File: src/hcsg_pkg.sv
// Package of the hop channel sequence generator: sizes, generator constants,
// microcode types and the control program itself.
// No dependencies; every other file of the block imports it.
package hcsg_pkg;

	localparam int SEQ_LEN = 23;
	localparam int CNT_W   = $clog2(SEQ_LEN + 1);
	localparam int ADDR_W  = (SEQ_LEN > 1) ? $clog2(SEQ_LEN) : 1;

	localparam int ID_W  = 32;
	localparam int CH_W  = 7;
	localparam int POS_W = 5;
	localparam int BC_W  = 4;

	localparam logic [31:0] LCG_MUL = 32'h0019_660D;
	localparam logic [31:0] LCG_ADD = 32'h3C6E_F35F;

	// floor(2^30 / 73): the quotient estimate is exact or one low.
	localparam logic [23:0] RECIP    = 24'd14708792;
	localparam int          RECIP_SH = 30;

	localparam logic [7:0]      CH_SPAN      = 8'h49;
	localparam logic [CH_W-1:0] CH_BASE      = 7'd3;
	localparam logic [CH_W-1:0] BAND_LO_TOP  = 7'd27;
	localparam logic [CH_W-1:0] BAND_MID_TOP = 7'd51;
	localparam logic [BC_W-1:0] BAND_LO_MAX  = 4'd8;
	localparam logic [BC_W-1:0] BAND_MID_MAX = 4'd7;
	localparam logic [BC_W-1:0] BAND_HI_MAX  = 4'd8;

	typedef enum logic [3:0] {
		OP_NOP,
		OP_SEED,
		OP_LCG,
		OP_RECIP,
		OP_REM,
		OP_CHAN,
		OP_CLRIDX,
		OP_READ,
		OP_WRITE,
		OP_LOAD_OUT
	} op_t;

	typedef enum logic [2:0] {
		C_NEVER,
		C_ALWAYS,
		C_REJECT,
		C_IDX_EQ_CNT,
		C_NOT_DUP,
		C_MORE,
		C_IDX_NE_LEN
	} cond_t;

	typedef enum logic [1:0] {
		H_NONE,
		H_IN,
		H_OUT
	} hold_t;

	localparam int PC_W = 4;
	typedef logic [PC_W-1:0] pc_t;

	localparam pc_t PC_IDLE  = 4'd0;
	localparam pc_t PC_LCG   = 4'd1;
	localparam pc_t PC_RECIP = 4'd2;
	localparam pc_t PC_REM   = 4'd3;
	localparam pc_t PC_CHAN  = 4'd4;
	localparam pc_t PC_TEST  = 4'd5;
	localparam pc_t PC_SCAN  = 4'd6;
	localparam pc_t PC_CMP   = 4'd7;
	localparam pc_t PC_REJ   = 4'd8;
	localparam pc_t PC_ACC   = 4'd9;
	localparam pc_t PC_ESET  = 4'd10;
	localparam pc_t PC_ERD   = 4'd11;
	localparam pc_t PC_EOUT  = 4'd12;
	localparam pc_t PC_END   = 4'd13;

	typedef struct packed {
		op_t   op;
		cond_t cond;
		hold_t hold;
		pc_t   target;
	} ucode_t;

	// Datapath controls issued by the sequencer for the current cycle.
	typedef struct packed {
		op_t  op;
		logic id_ready;
	} ctrl_t;

	// Datapath conditions that the sequencer branches or waits on.
	typedef struct packed {
		logic id_fire;
		logic out_free;
		logic reject;
		logic idx_eq_cnt;
		logic not_dup;
		logic more;
		logic idx_ne_len;
	} stat_t;

	// The control program. A step that holds does nothing until its wait ends;
	// then it runs its operation and jumps to target if its condition is true.
	function automatic ucode_t rom_word(input pc_t pc);
		ucode_t w;
		begin
			unique case (pc)
				PC_IDLE:  w = '{OP_SEED,     C_NEVER,      H_IN,   PC_IDLE};
				PC_LCG:   w = '{OP_LCG,      C_NEVER,      H_NONE, PC_IDLE};
				PC_RECIP: w = '{OP_RECIP,    C_NEVER,      H_NONE, PC_IDLE};
				PC_REM:   w = '{OP_REM,      C_NEVER,      H_NONE, PC_IDLE};
				PC_CHAN:  w = '{OP_CHAN,     C_NEVER,      H_NONE, PC_IDLE};
				PC_TEST:  w = '{OP_CLRIDX,   C_REJECT,     H_NONE, PC_LCG};
				PC_SCAN:  w = '{OP_READ,     C_IDX_EQ_CNT, H_NONE, PC_ACC};
				PC_CMP:   w = '{OP_NOP,      C_NOT_DUP,    H_NONE, PC_SCAN};
				PC_REJ:   w = '{OP_NOP,      C_ALWAYS,     H_NONE, PC_LCG};
				PC_ACC:   w = '{OP_WRITE,    C_MORE,       H_NONE, PC_LCG};
				PC_ESET:  w = '{OP_CLRIDX,   C_NEVER,      H_NONE, PC_IDLE};
				PC_ERD:   w = '{OP_READ,     C_NEVER,      H_NONE, PC_IDLE};
				PC_EOUT:  w = '{OP_LOAD_OUT, C_IDX_NE_LEN, H_OUT,  PC_ERD};
				PC_END:   w = '{OP_NOP,      C_ALWAYS,     H_NONE, PC_IDLE};
				default:  w = '{OP_NOP,      C_ALWAYS,     H_NONE, PC_IDLE};
			endcase
			return w;
		end
	endfunction

endpackage

File: src/hcsg_ifs.sv
// Channel interfaces of the hop channel sequence generator: the id channel
// and the hop channel, each with valid, ready and payload.
// Depends on hcsg_pkg for the field widths.
interface hcsg_id_if import hcsg_pkg::*; ();
	logic            valid;
	logic            ready;
	logic [ID_W-1:0] radio_id;

	modport source (output valid, output radio_id, input ready);
	modport sink (input valid, input radio_id, output ready);
endinterface

interface hcsg_hop_if import hcsg_pkg::*; ();
	logic             valid;
	logic             ready;
	logic [CH_W-1:0]  channel;
	logic [POS_W-1:0] position;
	logic             last;

	modport source (output valid, output channel, output position, output last, input ready);
	modport sink (input valid, input channel, input position, input last, output ready);
endinterface

File: src/hcsg_sequencer.sv
// Microcode sequencer of the hop channel sequence generator: step counter,
// program table lookup, waits and conditional jumps.
// Depends on hcsg_pkg for the program and the control and status types.
module hcsg_sequencer import hcsg_pkg::*; (
	input  logic  clk,
	input  logic  arst_n,
	input  stat_t stat,
	output ctrl_t ctrl
);

	pc_t    pc_q;
	ucode_t word;
	logic   held;
	logic   taken;

	assign word = rom_word(pc_q);

	always_comb begin
		unique case (word.hold)
			H_IN:    held = !stat.id_fire;
			H_OUT:   held = !stat.out_free;
			default: held = 1'b0;
		endcase
	end

	always_comb begin
		unique case (word.cond)
			C_ALWAYS:     taken = 1'b1;
			C_REJECT:     taken = stat.reject;
			C_IDX_EQ_CNT: taken = stat.idx_eq_cnt;
			C_NOT_DUP:    taken = stat.not_dup;
			C_MORE:       taken = stat.more;
			C_IDX_NE_LEN: taken = stat.idx_ne_len;
			default:      taken = 1'b0;
		endcase
	end

	assign ctrl.op       = held ? OP_NOP : word.op;
	assign ctrl.id_ready = (word.hold == H_IN);

	always_ff @(posedge clk or negedge arst_n) begin
		if (!arst_n) begin
			pc_q <= PC_IDLE;
		end else if (!held) begin
			pc_q <= taken ? word.target : pc_q + 1'b1;
		end
	end

endmodule

File: src/hop_channel_sequence_generator.sv
// Top level of the hop channel sequence generator: datapath, hop list memory
// and output register, steered by the microcode sequencer.
// Depends on hcsg_pkg, hcsg_ifs and hcsg_sequencer.
//
//  channel  | role   | payload                  | per item
//  ---------+--------+--------------------------+---------------------------
//  id_ch    | sink   | radio_id[31:0]           | starts one hop sequence
//  hop_ch   | source | channel, position, last  | 23 items per id item
//
// Each candidate draw runs the generator step, reciprocal multiply, remainder,
// channel, and parity and band test steps, plus a duplicate scan over the N
// channels accepted so far when it passes. The time for a whole id item is set
// by the number of draws and the scan loop over the single hop list read port;
// then each result takes a read step and an output step. The id channel is
// ready only while the program waits in its idle step; it may accept a new id
// while the last result still sits in the output register. Reset clears the
// step counter, the counters and the output valid; the hop list needs no
// clearing since only entries written for the current id are compared or sent.
// A stalled sink holds the output step until the output register is free.
module hop_channel_sequence_generator import hcsg_pkg::*; (
	input logic         clk,
	input logic         arst_n,
	hcsg_id_if.sink     id_ch,
	hcsg_hop_if.source  hop_ch
);

	ctrl_t ctrl;
	stat_t stat;

	// Generator and candidate registers.
	logic [ID_W-1:0]  seed_q;
	logic [31:0]      lcg_q;
	logic [17:0]      quo_q;
	logic [7:0]       rem_q;
	logic [CH_W-1:0]  ch_q;

	// Counters: accepted channels, scan or emit index, and channels per band.
	logic [CNT_W-1:0] cnt_q;
	logic [CNT_W-1:0] idx_q;
	logic [BC_W-1:0]  lo_q;
	logic [BC_W-1:0]  mid_q;
	logic [BC_W-1:0]  hi_q;

	// Hop list and its registered read port.
	logic [CH_W-1:0]  hop_mem [SEQ_LEN];
	logic [CH_W-1:0]  rd_q;

	// Output register.
	logic             out_valid_q;
	logic [CH_W-1:0]  out_ch_q;
	logic [POS_W-1:0] out_pos_q;
	logic             out_last_q;

	logic [23:0]      draw;
	logic [47:0]      prod;
	logic [23:0]      back;
	logic [23:0]      diff;
	logic [7:0]       rem_fix;
	logic             is_lo;
	logic             is_mid;
	logic             band_full;

	hcsg_sequencer u_seq (
		.clk    (clk),
		.arst_n (arst_n),
		.stat   (stat),
		.ctrl   (ctrl)
	);

	// The candidate is CH_BASE + (state >> 8) mod 73: a reciprocal multiply gives
	// the quotient, possibly one low, and a single subtract corrects the remainder.
	assign draw    = lcg_q[31:8];
	assign prod    = 48'(draw) * 48'(RECIP);
	assign back    = 24'(quo_q) * 24'(CH_SPAN);
	assign diff    = draw - back;
	assign rem_fix = (rem_q >= CH_SPAN) ? rem_q - CH_SPAN : rem_q;

	assign is_lo  = (ch_q <= BAND_LO_TOP);
	assign is_mid = !is_lo && (ch_q <= BAND_MID_TOP);

	always_comb begin
		priority if (is_lo) begin
			band_full = (lo_q >= BAND_LO_MAX);
		end else if (is_mid) begin
			band_full = (mid_q >= BAND_MID_MAX);
		end else begin
			band_full = (hi_q >= BAND_HI_MAX);
		end
	end

	assign stat.id_fire    = id_ch.valid && ctrl.id_ready;
	assign stat.out_free   = !out_valid_q || hop_ch.ready;
	assign stat.reject     = (ch_q[0] == seed_q[0]) || band_full;
	assign stat.idx_eq_cnt = (idx_q == cnt_q);
	assign stat.not_dup    = (rd_q != ch_q);
	assign stat.more       = (cnt_q != CNT_W'(SEQ_LEN - 1));
	assign stat.idx_ne_len = (idx_q != CNT_W'(SEQ_LEN));

	assign id_ch.ready = ctrl.id_ready;

	// Payload registers of the generator.
	always_ff @(posedge clk) begin
		unique case (ctrl.op)
			OP_SEED: begin
				seed_q <= ~id_ch.radio_id;
				lcg_q  <= ~id_ch.radio_id;
			end
			OP_LCG:   lcg_q <= lcg_q * LCG_MUL + LCG_ADD;
			OP_RECIP: quo_q <= prod[RECIP_SH +: 18];
			OP_REM:   rem_q <= diff[7:0];
			OP_CHAN:  ch_q  <= rem_fix[CH_W-1:0] + CH_BASE;
			default: begin
			end
		endcase
	end

	// The accepted count and band counters are cleared for every new id.
	always_ff @(posedge clk or negedge arst_n) begin
		if (!arst_n) begin
			cnt_q <= '0;
			idx_q <= '0;
			lo_q  <= '0;
			mid_q <= '0;
			hi_q  <= '0;
		end else begin
			unique case (ctrl.op)
				OP_SEED: begin
					cnt_q <= '0;
					lo_q  <= '0;
					mid_q <= '0;
					hi_q  <= '0;
				end
				OP_CLRIDX: idx_q <= '0;
				OP_READ:   idx_q <= idx_q + 1'b1;
				OP_WRITE: begin
					cnt_q <= cnt_q + 1'b1;
					priority if (is_lo) begin
						lo_q <= lo_q + 1'b1;
					end else if (is_mid) begin
						mid_q <= mid_q + 1'b1;
					end else begin
						hi_q <= hi_q + 1'b1;
					end
				end
				default: begin
				end
			endcase
		end
	end

	always_ff @(posedge clk) begin
		if (ctrl.op == OP_WRITE) begin
			hop_mem[cnt_q[ADDR_W-1:0]] <= ch_q;
		end
	end

	always_ff @(posedge clk) begin
		if (ctrl.op == OP_READ) begin
			rd_q <= hop_mem[idx_q[ADDR_W-1:0]];
		end
	end

	// The emit index has already moved past the entry that was read.
	always_ff @(posedge clk or negedge arst_n) begin
		if (!arst_n) begin
			out_valid_q <= 1'b0;
		end else if (ctrl.op == OP_LOAD_OUT) begin
			out_valid_q <= 1'b1;
		end else if (hop_ch.ready) begin
			out_valid_q <= 1'b0;
		end
	end

	always_ff @(posedge clk) begin
		if (ctrl.op == OP_LOAD_OUT) begin
			out_ch_q   <= rd_q;
			out_pos_q  <= POS_W'(idx_q - 1'b1);
			out_last_q <= (idx_q == CNT_W'(SEQ_LEN));
		end
	end

	assign hop_ch.valid    = out_valid_q;
	assign hop_ch.channel  = out_ch_q;
	assign hop_ch.position = out_pos_q;
	assign hop_ch.last     = out_last_q;

	// The band counters always add up to the number of accepted channels.
	a_band_sum: assert property (@(posedge clk) disable iff (!arst_n)
		(6'(lo_q) + 6'(mid_q) + 6'(hi_q)) == 6'(cnt_q))
		else $error("band counters disagree with accepted count");

	// A channel is only written into a band that still has room, and the
	// list never overflows.
	a_write_ok: assert property (@(posedge clk) disable iff (!arst_n)
		(ctrl.op == OP_WRITE) |-> (!band_full && (cnt_q < CNT_W'(SEQ_LEN))))
		else $error("hop list write into a full band or past the end");

	// A new id restarts the sequence with empty counters.
	a_restart: assert property (@(posedge clk) disable iff (!arst_n)
		stat.id_fire |=> (cnt_q == '0) && (lo_q == '0) && (mid_q == '0) && (hi_q == '0))
		else $error("counters not cleared for a new id");

endmodule

File: src/flat_wrapper.sv
// flat-port wrapper written by rule: the top's interface ports become plain ports
module hop_channel_sequence_generator_flat import hcsg_pkg::*;
  (clk, arst_n, id_ch_valid, id_ch_radio_id, id_ch_ready, hop_ch_valid, hop_ch_channel, hop_ch_position, hop_ch_last, hop_ch_ready);
  hcsg_id_if id_ch_i ();
  hcsg_hop_if hop_ch_i ();
  input logic clk;
  input logic arst_n;
  input wire logic [$bits(id_ch_i.valid)-1:0] id_ch_valid;
  input wire logic [$bits(id_ch_i.radio_id)-1:0] id_ch_radio_id;
  output wire logic [$bits(id_ch_i.ready)-1:0] id_ch_ready;
  output wire logic [$bits(hop_ch_i.valid)-1:0] hop_ch_valid;
  output wire logic [$bits(hop_ch_i.channel)-1:0] hop_ch_channel;
  output wire logic [$bits(hop_ch_i.position)-1:0] hop_ch_position;
  output wire logic [$bits(hop_ch_i.last)-1:0] hop_ch_last;
  input wire logic [$bits(hop_ch_i.ready)-1:0] hop_ch_ready;
  assign id_ch_i.valid = id_ch_valid;
  assign id_ch_i.radio_id = id_ch_radio_id;
  assign id_ch_ready = id_ch_i.ready;
  assign hop_ch_valid = hop_ch_i.valid;
  assign hop_ch_channel = hop_ch_i.channel;
  assign hop_ch_position = hop_ch_i.position;
  assign hop_ch_last = hop_ch_i.last;
  assign hop_ch_i.ready = hop_ch_ready;
  hop_channel_sequence_generator u_core (.clk(clk), .arst_n(arst_n), .id_ch(id_ch_i), .hop_ch(hop_ch_i));
endmodule
File: config.mk
export PLATFORM = sky130hd
export DESIGN_NAME = hop_channel_sequence_generator_flat
export DESIGN_NICKNAME = d
export VERILOG_FILES = /design/src/hcsg_pkg.sv /design/src/hcsg_ifs.sv /design/src/hcsg_sequencer.sv /design/src/hop_channel_sequence_generator.sv /design/src/flat_wrapper.sv
export SDC_FILE = /design/constraint.sdc
export NUM_CORES = 1
export LEC_CHECK = 0
export BUFFER_PORTS_ARGS = -buffer_cell sky130_fd_sc_hd__buf_2
export CORE_MARGIN = 5
export CORE_UTILIZATION = 59
export CTS_CLUSTER_DIAMETER = 60
export DETAILED_ROUTE_END_ITERATION = 10
export PLACE_DENSITY = 0.83
export SLEW_MARGIN = 10
export SYNTH_ARGS = -nofsm -noshare
export SYNTH_HDL_FRONTEND = slang
export SYNTH_SLANG_ARGS = --single-unit
File: constraint.sdc
create_clock -name clk -period 5.5 [get_ports clk]
set_input_delay 0.825 -clock clk [delete_from_list [all_inputs] [get_ports clk]]
set_output_delay 0.825 -clock clk [all_outputs]
set_load 0.05 [all_outputs]
* Word-level counts from Yosys, hierarchy flattened *
Memory sizes are Yosys's and may differ from the RTL's. A register that Yosys moved wholly into a read port is not among the register bits.
Index checks and enable logic that the tools add are counted.

operators by class
  $add $sub $neg = 11
  multipliers = 3
  order comparisons = 6
  equal/unequal tests = 27
  muxes and demuxes = 22
  bitwise gates (word level) = 1
  reduce and logical (&&, ||, !) cells = 15

operators by type and width
  kind                      number
  $pmux W32 S2              1
  $mul A24 B21 Y45 const B  1
  $add A32 B30 Y32 const B  1
  $mul A32 B21 Y32 const B  1
  $not A32 Y32              1
  $mux W4                   7
  $pmux W4 S2               3
  $pmux W5 S2               2
  $mul A18 B7 Y8 const B    1
  $add A4 B1 Y4 const B     4
  $eq A4 B3 Y1 const B      4
  $add A5 B1 Y5 const B     2
  $ne A5 B5 Y1 const B      2
  $eq A3 B3 Y1 const B      3
  $eq A4 B2 Y1 const B      2
  $eq A4 B4 Y1 const B      2
  $ge A4 B4 Y1 const B      2
  $ge A8 B7 Y1 const B      1
  $reduce_bool A2 Y1        4
  $sub A8 B8 Y8             1
  $add A7 B2 Y7 const B     1
  $le A7 B5 Y1 const B      1
  $le A7 B6 Y1 const B      1
  $mux W7                   1
  22 further kinds          36

word-level totals
  register bits after elaboration = 106
  memory bits (writable) = 161
  memory bits (read-only) = 208
  bits of input ports = 36
  output and inout port bits = 15
  word-level logic and storage cells = 102
  memories = 2

memory list
  memory           words  width  read ports  clocked after Yosys merged registers in  wr ports  line                                  RTL
  (no name shown)  16     13     1           0                                        0         hcsg_pkg.sv:106                       unique case (pc)
  u_core.hop_mem   23     7      1           1                                        1         hop_channel_sequence_generator.sv:45  logic [CH_W-1:0] hop_mem [SEQ_LEN];

* Depth between registers and ports, before layout *
An unclocked memory read counts as a cell.

  depth in word-level cells = 9
  gate-level depth with buffers = 24
  mapped depth without buffers = 23

* Cells and area by module *
Synthesis repeated with hierarchy kept, for this count alone.

unflattened totals
  cells, all modules = 2,048
  area total of the unflattened synthesis = 23,227.3 µm²

by module, submodules not included
  module                          times used  cells each  area each (µm²)  seq. area each (µm²)
  hop_channel_sequence_generator  1           1,965       22,616.7         7,692.4
  hcsg_sequencer                  1           83          610.6            100.1

* Worst setup path before layout *
No wires, ideal clock.

  kind = register -> register
  from = reg u_core.lcg_q[1]
  to = reg u_core.lcg_q[30] (data pin)
  library setup time = 174 ps
  arrival time = 5,880 ps
  data required time = 5,326 ps
  path slack = -555 ps
  stages on the path, launching flop included = 21
  buffers on the path = 0
  period minus slack after synthesis = 6,055 ps
  cell sequence = edfxtp_1 inv_1 ha_1 xor2_1 xor2_1 fa_1 inv_1 fa_1 fa_1 fa_1 inv_1 fa_1 inv_1 ha_1 nand2_1 nor2_1 nand3_1 or3_1 o2111ai_1 a211oi_1 a311oi_1

between the ends
  cells in the longest elaborated chain, start to end = 3

ends and longest elaborated chain
  element                   line                                   RTL
  start: declaration        hop_channel_sequence_generator.sv:32   logic [31:0] lcg_q;
  start signal: assignment  hop_channel_sequence_generator.sv:106  lcg_q <= ~id_ch.radio_id;
  start signal: assignment  hop_channel_sequence_generator.sv:108  OP_LCG: lcg_q <= lcg_q * LCG_MUL + LCG_ADD;
  $mul A32 B21 Y32          hop_channel_sequence_generator.sv:108
  $add A32 B30 Y32          hop_channel_sequence_generator.sv:108
  $pmux W32 S2              hop_channel_sequence_generator.sv:103  unique case (ctrl.op)

No other way between the ends.
A chain may end at the register's enable or synchronous reset.

* Final worst setup path *
  from = reg u_core.lcg_q[6]
  to = reg u_core.lcg_q[30] (data pin)

The elaborated chain is that of the path after synthesis.

==> out/results.tsv <==
stage	metric	value	unit
outcome	outcome	finished, violations left	
outcome	failing checks	negative setup slack	
sta	number of failing hold endpoints at the final stage	0	
die	starting density of the core	59.9	%
clocking	clk root buf	sky130_fd_sc_hd__clkbuf_16	
global_route	initial antenna violation count	0	
sta	Final Cycle Share	108	%
route	ratio of routed vias to standard cells	5.86	
synthesis	Yosys Warn Count	0	
placement	final weighted congestion in routability-driven placement	0.951	
synthesis	commonest register cell after synthesis	sky130_fd_sc_hd__edfxtp_1	
synthesis	async set-reset flop share out of synthesis	10.2	%
clocking	clock net sink count	264	
clocking	number of hold-repair buffers added at the cts stage	0	
layout	fraction of final layout cells with drive strength greater than 1	26.5	%
worst_setup_path	CP Class	reg -> reg	
layout	post-layout net count	2867	
synthesis	Mapped Cells	1996	
placement	number of buffers inserted by port buffering	50	
route	number of optimization iterations in the first detailed-route pass	5	
worst_setup_path	kind of end point of the critical path	flop	
synthesis	Mapped Area	23200	um^2
sta	Pins Over Slew Limit	0	
layout	utilization of the core after routing	73.1	%
sta	clock skew after layout	32.4	ps
layout	most frequent standard cell in the layout excluding fill and tap cells	sky130_fd_sc_hd__inv_1	
route	via count	16600	
sta	actual transition at the worst max-transition pin	1080	ps
sta	number of endpoints failing setup at the final stage	19	
global_route	number of global-route vias before repair	18000	
die	number of top-level pins	51	
die	area of the core region	38800	um^2
worst_setup_path	arrival time worst endpoint	6220	ps
die	DIE AREA	43500	um^2
synthesis	count of flip-flops with a built-in enable after synthesis	237	
sta	RSZ-0062 raised after global routing	yes	
die	floorplan die width	208	um
layout	commonest cells after routing, fill and taps aside	sky130_fd_sc_hd__inv_1, sky130_fd_sc_hd__ha_1, sky130_fd_sc_hd__edfxtp_1	
layout	final std cell area, no fill	28400	um^2
layout	area overhead of the layout relative to synthesis	22.1	%
layout	number of inserted diodes	0	
worst_setup_path	maximum net fanout on the critical path	4	
global_route	largest net degree at the start of global routing	40	
sta	setup tns final	-5080	ps
clocking	maximum level of the CTS H-tree	2	
hold_path	type of the tightest min-delay check	in -> async	
worst_setup_path	element type at the critical path start	flop	
route	count of routing violations after the opening detailed-route iteration	1374	
sta	Fmax	0.168	GHz
die	height of the die	208	um
sta	time the worst path needs with I/O delays and setup	5950	ps
synthesis	post-synthesis register bit count	264	
route	wire length reported by the detailed router	64500	um
clocking	CTS clock-pin slew for the worst setup and hold paths	60	ps
route	remaining routing DRC violations	0	
global_route	aggregate global-route resource usage	28.7	%
job	# Max-Cap Violations	0	
synthesis	Post-Synthesis Mean Instance Area	11.6	um^2
clocking	clock tree from TritonCTS	yes	
clocking	total clock buffers created by CTS	34	
placement	Final HPWL DP	45000	um
die	number of core rows	72	
global_route	wire length of the first global-routing pass	98000	um
synthesis	register area share after synthesis	33.5	%
placement	cell area reported after detailed placement	25900	um^2
route	Avg WL per Cell	22.8	um
route	Post-DRT Antenna Nets	0	
global_route	total overflow reported by the global router	0	
worst_setup_path	Required @ worst endpoint	5770	ps
sta	crit path setup slack, layout	-452	ps
clocking	Worst-Skew Late Latency	550	ps
clocking	Max clock buf depth	3	
synthesis	count of unique library cells instantiated by Yosys	78	
synthesis	Post-Synthesis Net Count	2575	
sta	Relative slew margins	28.2	%
cells in the mapped netlist (4+ instances only):
library cell	count	area share [%]
sky130_fd_sc_hd__o21a_1	7	0.23
sky130_fd_sc_hd__mux4_2	42	4.1
sky130_fd_sc_hd__nand3_1	27	0.58
sky130_fd_sc_hd__or3_1	6	0.16
sky130_fd_sc_hd__fa_1	226	19
sky130_fd_sc_hd__edfxtp_1	237	31
sky130_fd_sc_hd__a31oi_1	5	0.13
sky130_fd_sc_hd__nor2b_1	8	0.22
sky130_fd_sc_hd__mux2i_1	30	1.3
sky130_fd_sc_hd__o31ai_1	7	0.23
sky130_fd_sc_hd__ha_1	317	17
sky130_fd_sc_hd__nand3b_1	9	0.29
sky130_fd_sc_hd__a211oi_1	9	0.29
sky130_fd_sc_hd__xor2_1	32	1.2
sky130_fd_sc_hd__dfrtp_1	27	2.9
sky130_fd_sc_hd__a211o_1	5	0.19
sky130_fd_sc_hd__and2_1	10	0.27
sky130_fd_sc_hd__nand4_1	7	0.19
sky130_fd_sc_hd__a21oi_1	73	1.6
sky130_fd_sc_hd__a311oi_1	5	0.19
sky130_fd_sc_hd__inv_1	455	7.3
sky130_fd_sc_hd__nand2b_1	12	0.32
sky130_fd_sc_hd__or2_2	5	0.13
sky130_fd_sc_hd__clkbuf_1	19	0.31
sky130_fd_sc_hd__xnor2_1	71	2.7
sky130_fd_sc_hd__o21ai_0	41	0.88
sky130_fd_sc_hd__nor2_1	96	1.6
sky130_fd_sc_hd__o21bai_1	4	0.13
sky130_fd_sc_hd__nand2_1	76	1.2
sky130_fd_sc_hd__and3_1	6	0.16
sky130_fd_sc_hd__nor3_1	17	0.37
sky130_fd_sc_hd__nor4_1	4	0.11
sky130_fd_sc_hd__buf_2	9	0.19
sky130_fd_sc_hd__o211ai_1	13	0.42
sky130_fd_sc_hd__a21o_1	14	0.45
flip-flops by register name (all words and copies together), names as in the netlist:
signal                  cells
u_core.hi_q                 4
u_core.rd_q                 7
u_core.cnt_q                5
u_core.lcg_q               32
u_core.quo_q                8
u_core.seed_q               1
u_core.mid_q                4
u_core.u_seq.pc_q           4
u_core.hop_ch.channel       7
u_core.hop_ch.position      5
u_core.ch_q                 7
u_core.rem_q                8
u_core.hop_mem            161
u_core.hop_ch.last          1
u_core.lo_q                 4
u_core.hop_ch.valid         1
u_core.idx_q                5
area by class of cell:
cell class | count | area [um^2]
fillers | 2283 | 10500
flip-flops and latches | 264 | 7790
clock inverters | 22 | 245
repair buffers | 289 | 2200
multi-input cells | 1242 | 14900
inverters | 457 | 1720
clock buffers | 40 | 905
well taps | 518 | 648
cell families (layout without fill, tap and decap cells):
group | after synthesis | after routing | synth area share (%)
adders and majority gates | 543 | 543 | 36.5
buffers and inverters | 490 | 808 | 8.07
and+or+nand+nor | 297 | 297 | 6.13
DFF | 264 | 264 | 33.5
AOI/OAI and AO/OA | 224 | 224 | 6.35
xor gates and xnor gates | 103 | 103 | 3.88
muxes | 75 | 75 | 5.51
critical path, stage by stage, from the launching register on:
cell                        delay [ps]
sky130_fd_sc_hd__edfxtp_1          500
sky130_fd_sc_hd__inv_2              90
sky130_fd_sc_hd__buf_6             130
sky130_fd_sc_hd__ha_4              220
sky130_fd_sc_hd__buf_12            130
sky130_fd_sc_hd__ha_4              250
sky130_fd_sc_hd__inv_2              30
sky130_fd_sc_hd__fa_1              510
sky130_fd_sc_hd__inv_1              70
sky130_fd_sc_hd__fa_1              500
sky130_fd_sc_hd__fa_1              470
sky130_fd_sc_hd__fa_1              520
sky130_fd_sc_hd__inv_1              50
sky130_fd_sc_hd__fa_1              500
sky130_fd_sc_hd__inv_2              50
sky130_fd_sc_hd__ha_4              240
sky130_fd_sc_hd__a21oi_4           210
sky130_fd_sc_hd__nand2_1           130
sky130_fd_sc_hd__o21ai_1           180
sky130_fd_sc_hd__a211o_1           200
sky130_fd_sc_hd__a2bb2oi_2         190
sky130_fd_sc_hd__o2111ai_2         160
sky130_fd_sc_hd__a211oi_2          250
sky130_fd_sc_hd__a311oi_1           60
routing by layer:
layer	wire length (um)	GRT usage (%)	vias to the layer above
li1	-	-	7273
met1	22800	34.1	8261
met2	33200	51.2	783
met3	4030	4.49	265
met4	4420	13.5	0
met5	0	0	-
path summary, 6_finish.rpt:
check,cells past startpoint,from,endpoint,slack [ps]
min in group clk,0,u_core.rd_q[6]$_DFFE_PP_,u_core.hop_ch.channel[6]$_DFFE_PP_,490
worst max register to register,23,u_core.lcg_q[6]$_DFFE_PP_,u_core.lcg_q[30]$_DFFE_PP_,-450
max in group asynchronous,1,arst_n,u_core.idx_q[0]$_DFFE_PN0P_,4750
worst max-delay path,23,u_core.lcg_q[6]$_DFFE_PP_,u_core.lcg_q[30]$_DFFE_PP_,-450
worst min-delay path,1,arst_n,u_core.lo_q[1]$_DFFE_PN0P_,300
worst min register to register,0,u_core.rd_q[6]$_DFFE_PP_,u_core.hop_ch.channel[6]$_DFFE_PP_,490
repair_timing:
action	CTS	global route
endpoints found under the setup margin	19	22
setup buffers	40	27
gates resized for setup	104	81
pin swaps	93	103
metrics by stage:
stage               setup WS (ps)  std cells  hold slack [ps]
finish                       -452       2832              296
global route                 -625       2832              345
CTS                          -338       2808              298
detailed placement           -404       2709              465
global placement             -371       2709              457
floorplan                   -19.3       1996              448
Power is not shown: default switching activity piles up to over one toggle a cycle in this logic, so the estimate is an artifact.
